`src/design/sef_pkg.sv`:
```
// Package for the silhouette edge finder: shared widths, codes and the
// controller/datapath command and status structures. No dependencies.
`timescale 1ns / 1ps

package sef_pkg;

	localparam int MAX_VERTICES_DEF     = 1024;
	localparam int EDGES_PER_VERTEX_DEF = 32;

	localparam int VIDX_W  = 10;
	localparam int COORD_W = 24;
	localparam int LIGHT_W = 16;
	localparam int APB_AW  = 4;

	localparam logic [1:0] OP_CLEAR = 2'd0;
	localparam logic [1:0] OP_LOAD  = 2'd1;
	localparam logic [1:0] OP_TRI   = 2'd2;
	localparam logic [1:0] OP_QUERY = 2'd3;

	localparam logic [1:0] KIND_FACE = 2'd0;
	localparam logic [1:0] KIND_EDGE = 2'd1;
	localparam logic [1:0] KIND_DONE = 2'd2;

	localparam logic [1:0] REG_LIGHT_X = 2'd0;
	localparam logic [1:0] REG_LIGHT_Y = 2'd1;
	localparam logic [1:0] REG_LIGHT_Z = 2'd2;

	// Count read selects.
	localparam logic [1:0] CSEL_A  = 2'd0;
	localparam logic [1:0] CSEL_B  = 2'd1;
	localparam logic [1:0] CSEL_C  = 2'd2;
	localparam logic [1:0] CSEL_TO = 2'd3;

	localparam logic [3:0] MSTEP_LAST = 4'd11;

	typedef struct packed {
		logic       accept;
		logic       pos_wr;
		logic       sweep_clr;
		logic       sweep_wr;
		logic       pos_rd;
		logic [1:0] pos_sel;
		logic       diff;
		logic       mul;
		logic       acc;
		logic [3:0] mstep;
		logic       cnt_rd;
		logic [1:0] cnt_sel;
		logic       edge_wr;
		logic [1:0] edge_sel;
		logic       qinit;
		logic       tbl_rd_j;
		logic       cap_e;
		logic       j_inc;
		logic       c2init;
		logic       tbl_rd_k;
		logic       emit;
		logic [1:0] kind;
	} cmd_t;

	typedef struct packed {
		logic sweep_done;
		logic j_end;
		logic k_end;
		logic e_face;
		logic rmatch;
		logic face;
	} status_t;

endpackage

```
`src/design/sef_ctrl.sv`:
```
// Controller state machine of the silhouette edge finder.
// Depends on sef_pkg; drives the command structure of sef_datapath.
`timescale 1ns / 1ps

module sef_ctrl (
	input  logic             clk,
	input  logic             arst_n,
	input  logic             start,
	input  logic [1:0]       op,
	input  sef_pkg::status_t st,
	output sef_pkg::cmd_t    cmd,
	output logic             busy
);
	import sef_pkg::*;

	localparam logic [4:0] S_IDLE   = 5'd0;
	localparam logic [4:0] S_CLR    = 5'd1;
	localparam logic [4:0] S_T_RD   = 5'd2;
	localparam logic [4:0] S_T_WAIT = 5'd3;
	localparam logic [4:0] S_T_DIFF = 5'd4;
	localparam logic [4:0] S_T_MUL  = 5'd5;
	localparam logic [4:0] S_T_ACC  = 5'd6;
	localparam logic [4:0] S_T_ERD  = 5'd7;
	localparam logic [4:0] S_T_EWR  = 5'd8;
	localparam logic [4:0] S_T_EMIT = 5'd9;
	localparam logic [4:0] S_Q_CNT  = 5'd10;
	localparam logic [4:0] S_Q_INIT = 5'd11;
	localparam logic [4:0] S_Q_E    = 5'd12;
	localparam logic [4:0] S_Q_EW   = 5'd13;
	localparam logic [4:0] S_Q_EF   = 5'd14;
	localparam logic [4:0] S_Q_C2   = 5'd15;
	localparam logic [4:0] S_Q_R    = 5'd16;
	localparam logic [4:0] S_Q_OUT  = 5'd17;

	logic [4:0] state_q, state_d;
	logic [3:0] ctr_q, ctr_d;
	logic       rpend_q, rpend_d;
	logic       paired_q, paired_d;

	assign busy = (state_q != S_IDLE);

	always_comb begin
		state_d  = state_q;
		ctr_d    = ctr_q;
		rpend_d  = 1'b0;
		paired_d = paired_q;
		cmd      = '0;
		case (state_q)
			S_IDLE: begin
				if (start) begin
					cmd.accept = 1'b1;
					ctr_d      = '0;
					case (op)
						OP_CLEAR: begin
							cmd.sweep_clr = 1'b1;
							state_d       = S_CLR;
						end
						OP_LOAD:  cmd.pos_wr = 1'b1;
						OP_TRI:   state_d = S_T_RD;
						OP_QUERY: state_d = S_Q_CNT;
						default:  state_d = S_IDLE;
					endcase
				end
			end
			S_CLR: begin
				cmd.sweep_wr = 1'b1;
				if (st.sweep_done) state_d = S_IDLE;
			end
			S_T_RD: begin
				cmd.pos_rd  = 1'b1;
				cmd.pos_sel = ctr_q[1:0];
				ctr_d       = ctr_q + 4'd1;
				if (ctr_q == 4'd2) begin
					state_d = S_T_WAIT;
				end
			end
			S_T_WAIT: state_d = S_T_DIFF;
			S_T_DIFF: begin
				cmd.diff = 1'b1;
				ctr_d    = '0;
				state_d  = S_T_MUL;
			end
			S_T_MUL: begin
				cmd.mul   = 1'b1;
				cmd.mstep = ctr_q;
				state_d   = S_T_ACC;
			end
			S_T_ACC: begin
				cmd.acc   = 1'b1;
				cmd.mstep = ctr_q;
				if (ctr_q == MSTEP_LAST) begin
					ctr_d   = '0;
					state_d = S_T_ERD;
				end else begin
					ctr_d   = ctr_q + 4'd1;
					state_d = S_T_MUL;
				end
			end
			S_T_ERD: begin
				cmd.cnt_rd  = 1'b1;
				cmd.cnt_sel = ctr_q[1:0];
				state_d     = S_T_EWR;
			end
			S_T_EWR: begin
				cmd.edge_wr  = 1'b1;
				cmd.edge_sel = ctr_q[1:0];
				ctr_d        = ctr_q + 4'd1;
				state_d      = (ctr_q == 4'd2) ? S_T_EMIT : S_T_ERD;
			end
			S_T_EMIT: begin
				cmd.emit = 1'b1;
				cmd.kind = KIND_FACE;
				state_d  = S_IDLE;
			end
			S_Q_CNT: begin
				cmd.cnt_rd  = 1'b1;
				cmd.cnt_sel = CSEL_A;
				state_d     = S_Q_INIT;
			end
			S_Q_INIT: begin
				cmd.qinit = 1'b1;
				state_d   = S_Q_E;
			end
			S_Q_E: begin
				if (st.j_end) begin
					cmd.emit = 1'b1;
					cmd.kind = KIND_DONE;
					state_d  = S_IDLE;
				end else begin
					cmd.tbl_rd_j = 1'b1;
					state_d      = S_Q_EW;
				end
			end
			S_Q_EW: begin
				cmd.cap_e = 1'b1;
				state_d   = S_Q_EF;
			end
			S_Q_EF: begin
				if (st.e_face) begin
					cmd.cnt_rd  = 1'b1;
					cmd.cnt_sel = CSEL_TO;
					state_d     = S_Q_C2;
				end else begin
					cmd.j_inc = 1'b1;
					state_d   = S_Q_E;
				end
			end
			S_Q_C2: begin
				cmd.c2init = 1'b1;
				paired_d   = 1'b0;
				state_d    = S_Q_R;
			end
			S_Q_R: begin
				// Reverse-list reads stream one per cycle; a match is seen in the following cycle.
				if (rpend_q && st.rmatch) paired_d = 1'b1;
				if (!st.k_end) begin
					cmd.tbl_rd_k = 1'b1;
					rpend_d      = 1'b1;
				end else if (!rpend_q) begin
					state_d = S_Q_OUT;
				end
			end
			S_Q_OUT: begin
				cmd.j_inc = 1'b1;
				if (!paired_q) begin
					cmd.emit = 1'b1;
					cmd.kind = KIND_EDGE;
				end
				state_d = S_Q_E;
			end
			default: state_d = S_IDLE;
		endcase
	end

	always_ff @(posedge clk or negedge arst_n) begin
		if (!arst_n) begin
			state_q  <= S_CLR;
			ctr_q    <= '0;
			rpend_q  <= 1'b0;
			paired_q <= 1'b0;
		end else begin
			state_q  <= state_d;
			ctr_q    <= ctr_d;
			rpend_q  <= rpend_d;
			paired_q <= paired_d;
		end
	end

endmodule

```
`config.mk`:
```
export PLATFORM = sky130hd
export DESIGN_NAME = sef_ctrl
export DESIGN_NICKNAME = d
export VERILOG_FILES = /design/src/design/sef_pkg.sv /design/src/design/sef_ctrl.sv
export SDC_FILE = /design/constraint.sdc
export NUM_CORES = 1
export LEC_CHECK = 0
export BUFFER_PORTS_ARGS = -buffer_cell sky130_fd_sc_hd__buf_2
export CAP_MARGIN = 20
export CORE_MARGIN = 1
export CORE_UTILIZATION = 50
export DETAILED_ROUTE_END_ITERATION = 10
export PLACE_DENSITY = 0.8
export SYNTH_ARGS = -nofsm -noshare
export SYNTH_HDL_FRONTEND = slang
export SYNTH_SLANG_ARGS = --single-unit
```
`constraint.sdc`:
```
create_clock -name clk -period 2.8 [get_ports clk]
set_input_delay 0.7 -clock clk [delete_from_list [all_inputs] [get_ports clk]]
set_output_delay 0.7 -clock clk [all_outputs]
set_load 0.03 [all_outputs]
```
; Yosys cells after proc, flatten, opt, wreduce, memory -nomap -nowiden
; Index checks and enable logic that the tools add are counted.
[word_totals]
regBits = 11
latch_bits = 0
ramBits = 0
romBits = 0
inputBits = 11
out_inout_bits = 30
wordCells = 87
memories = 0
[classes]
add_sub_neg = 1
mul = 0
n_div = 0
magnitude_cmp = 0
eq_ne = 29
shift = 0
n_mux = 41
bitwise = 0
n_reduce_logical = 12
[ops]
columns = cell, count
row1 = 5-bit case mux with 16 select lines, 1
row2 = 5-bit by 4-bit equality test with 1-bit output (second input constant), 8
row3 = 5-bit two-way mux, 5
row4 = 3-bit two-way mux, 7
row5 = 5-bit by 3-bit equality test with 1-bit output (second input constant), 4
row6 = 4-bit two-way mux, 5
row7 = 3-bit case mux with 3 select lines, 2
row8 = 4-bit case mux with 4 select lines, 1
row9 = 1-bit two-way mux, 15
row10 = 5-bit case mux with 3 select lines, 1
row11 = 2-bit != test (second input constant), 6
row12 = 5-bit by 2-bit equality test with 1-bit output (second input constant), 2
row13 = 5-bit equality test (second input constant), 2
row14 = 6-bit AND reduction, 1
row15 = 2-bit OR reduction, 3
row16 = 5-bit by 1-bit equality test with 1-bit output (second input constant), 1
row17 = 5-bit zero test, 1
row18 = 5-bit nonzero test, 1
row19 = 4-bit by 1-bit adder with 4-bit output (second input constant), 1
row20 = 2-bit equality test (second input constant), 2
row21 = 4-bit by 2-bit equality test with 1-bit output (second input constant), 1
row22 = 4-bit equality test (second input constant), 1
row23 = 2-bit two-way mux, 2
row24 = 4-bit by 1-bit != test with 1-bit output (second input constant), 1
row25 = other kinds (7), 9

; Logic depth before layout (Yosys ltp)
[depth]
depth_word = 4
ltp_mapped = 6
mapped_depth_nobuf = 6

; Worst setup path after synthesis
; Ideal clock, no wire load.
[synth_timing]
kind = reg-to-output
startpoint = register state_q[2]
endpoint = output port cmd[23] (netlist name)
t_arrival_ps = 1804
required_ps = 2100
setup_slack_ps = 296
path_stages_with_launch = 6
path_buffers = 2
path_cell_list = dfrtp_1 > buf_6 > or3_1 > buf_2 > nor2_1 > and2_1
[synth_lines]
columns = element, line
row1 = "start, declared", sef_ctrl.sv:35  ; logic [4:0] state_q, state_d;
row2 = "start signal, assigned", sef_ctrl.sv:182  ; state_q <= state_d;
row3 = "end, declared", sef_ctrl.sv:11  ; output sef_pkg::cmd_t cmd,

==> flow_summary_export.csv <==
group,metric,value,unit
flow_run,cap_violations,0,
floorplanning,die_h,49.9,um
layout,nNetsFinal,205,
synth,synth_area,0.00114,sq mm
grt,grt.busiest_layer,"met2",
synth,syn_inst,156,
timing,fmax,382,MHz
clocking,cts.clk_slew.worst_paths,70,ps
power,peakVddDrop,0.755,mV
layout,fillers,186,
drt,vias,1278,
run_status,status,"finished, final reports clean",
layout,area_delta_synth_final,19.9,%
clocking,clkSinkCount,11,
critical_path,cp.buffers_inverters,2,
critical_path,cp.required,2100,ps
layout,final_util,0.666,
placed_design,io_buffer_count,39,
drt,ant_nets,0,
floorplanning,initial_core_util,0.555,
timing,hold_viol_final,0,
synth,synth_edf_count,0,
synth,synth_top_area_cell,"dfrtp_1",
synth,synthFlopType,"dfrtp_1",
synth,synthArstFlopShare,1.00,
power,leakagePower,0.683,nW
synth,avgSynthCellArea,7.34,sq um
drt,drt_iter0_markers,39,
layout,final_cell_area,0.00137,sq mm
critical_path,arrival,1910,ps
timing,final.setup.worst_slack,185,ps
clocking,clock_path_buffers,2,
critical_path,cp_top_family,"simple AND/OR/NAND/NOR gates",
drt,drtPass1Iterations,4,
placed_design,placed_area,0.00135,sq mm
critical_path,worstSetupPathDepth,5,
drt,wire_per_inst,14.4,um
grt,grt_max_degree,21,
floorplanning,ios,41,
drt,vias_per_cell,5.86,
grt,use_met3,0.0648,
clocking,h-tree-depth,1,
critical_path,slowest_stage,"dfrtp_1",
clocking,cts.repair.resized,0,
layout,final_cell_mix,"buf_2, nor2_1, nor3_1",
floorplanning,rows,16,
floorplanning,die_area,0.00249,sq mm
critical_path,crit_fanout,13,
timing,setup_tns,0,ps
critical_path,max_stage_delay,460,ps
placed_design,dp_hpwl,2.37,mm
layout,antenna_cells,0,
drt,drt_wl_total,3.13,mm
critical_path,crit_end,"cmd[27]",
synth,syn-num-nets,169,
grt,track_usage,0.273,
timing,setup_viol,0,
worst_hold_path,hold_path.class,"in2async",
placed_design,dp.cells,214,
power,total_power,1.32,mW
critical_path,timing.rr.start,"state_q[0]",
critical_path,crit_type,"reg2out",
grt,grt_overflow,0,
timing,relSlewSlack,0.701,
layout,drive_above_1_share,0.283,
critical_path,rr_endpoint,"ctr_q[3]",
power,powerDensity,965,mW/mm^2
grt,antenna_found_initial,0,
synth,synth_top_area_share,0.219,
drt,drc,0,
clocking,cts-root-buf,"clkbuf_4",
critical_path,cp-start-kind,"register",
layout,layout_commonest_cell,"buf_2",
grt,grtUsageMet1,0.353,
critical_path,r2r_cells,5,
grt,grt_pass1_wl,5.26,mm
clocking,cts_setup_buffers,0,
layout,seqCellArea,277,sq um
layout,stdcell_count,218,
grt,grt_pass1_vias,1136,
synth,ys_types,49,
synth,ys_ff_latch,11,
placed_design,place_ws,485,ps
layout,multiInputGateArea,781,sq um
critical_path,cp_cell_sequence,"buf_4 -> nor2_1 -> nand3_1 -> nor3b_1 -> buf_2",
timing,whs,286,ps
synth,netlist_top_cells_area,"dfrtp_1, nor2_1, nand2b_1, nor3_1, o21ai_0",
timing,period_needed,2610,ps
grt,met2_usage,0.450,
synth,ys_warn_count,0,
critical_path,end_kind,"primary output",
synth,ys_seq_area_frac,0.242,
floorplanning,die_x,49.9,um
placed_design,gp_congestion,0.916,
critical_path,ff2ff_setup_slack,910,ps
timing,min_period_over_period,0.934,
clocking,cts_tree,"done",
clocking,hold_buffers,0,
floorplanning,core,0.00206,sq mm
clocking,cts_made_buffers,3,
critical_path,crit_path_start,"state_q[1]",
timing,fin_worst_skew,2.42,ps
timing,worst_slew_pin_slew,449,ps
timing,rsz0062_at_grt,"false",
clocking,insertion_delay,270,ps
timing,maxSlewViolCount,0,
## worst register-to-register path, delay by kind of cell (launching register included)
family	cells	cell delay, ps
AO/OA/AOI/OAI	2	690
flip-flops	1	670
AND/OR/NAND/NOR	2	220
buffers and inverters	1	200
## state kept, by name, summed over array words and instances, names as in the netlist
name      cells
rpend_q       1
state_q       5
ctr_q         4
paired_q      1
## routing by layer
| layer | vias to the layer above | share of wire |
|---|---|---|
| met5 | - | 0 |
| met1 | 587 | 0.43 |
| met3 | 4 | 0.077 |
| met4 | 0 | 0.010 |
| li1 | 626 | - |
| met2 | 61 | 0.48 |
## worst min-delay path by stage
stage	to	slack (ps)	startpoint
2_1_floorplan	ctr_q[0]	400	arst_n
3_3_place_gp	paired_q	530	paired_q
3_5_place_dp	paired_q	550	rpend_q
4_1_cts	ctr_q[3]	290	arst_n
5_1_grt	ctr_q[0]	290	arst_n
6_report	ctr_q[3]	290	arst_n
## cell families after synthesis
kind of cell,count (synthesis),share of synthesized area
simple gates,89,0.424
compound gates,33,0.211
buf+inv,18,0.0765
flops,11,0.242
xor+xnor,2,0.0153
fa+ha+maj,2,0.0219
mux,1,0.00984
## final cells by class
class	instances	share of cell area
multi-input combinational	127	0.569
sequential	11	0.201
timing repair buffer	45	0.175
tap	27	0.0246
clock buffer	4	0.0191
inverter	4	0.0109
## power by group
group | total [mW] | leakage (nW) | switching (mW) | internal [mW]
Combinational | 0.921 | 0.525 | 0.581 | 0.339
Clock | 0.107 | 0.0150 | 0.0520 | 0.0551
Sequential | 0.297 | 0.143 | 0.0903 | 0.207
Total | 1.32 | 0.683 | 0.724 | 0.601
## synth_stat cells, types with 2 or more instances
library cell  count
a211o_1           2
a21boi_0          2
a21o_1            2
a22oi_1           3
and2_1            5
and3_1            3
buf_2             7
clkbuf_1          4
dfrtp_1          10
ha_1              2
inv_1             4
nand2_1           8
nand2b_1         11
nand3_1           5
nand3b_1          3
nor2_1           21
nor2b_1           3
nor3_1           13
nor3b_1           3
o21ai_0           9
o21bai_1          2
o22ai_1           2
or2_2             2
or3_1             5
Note: power is estimated with default switching activity, not from simulation.
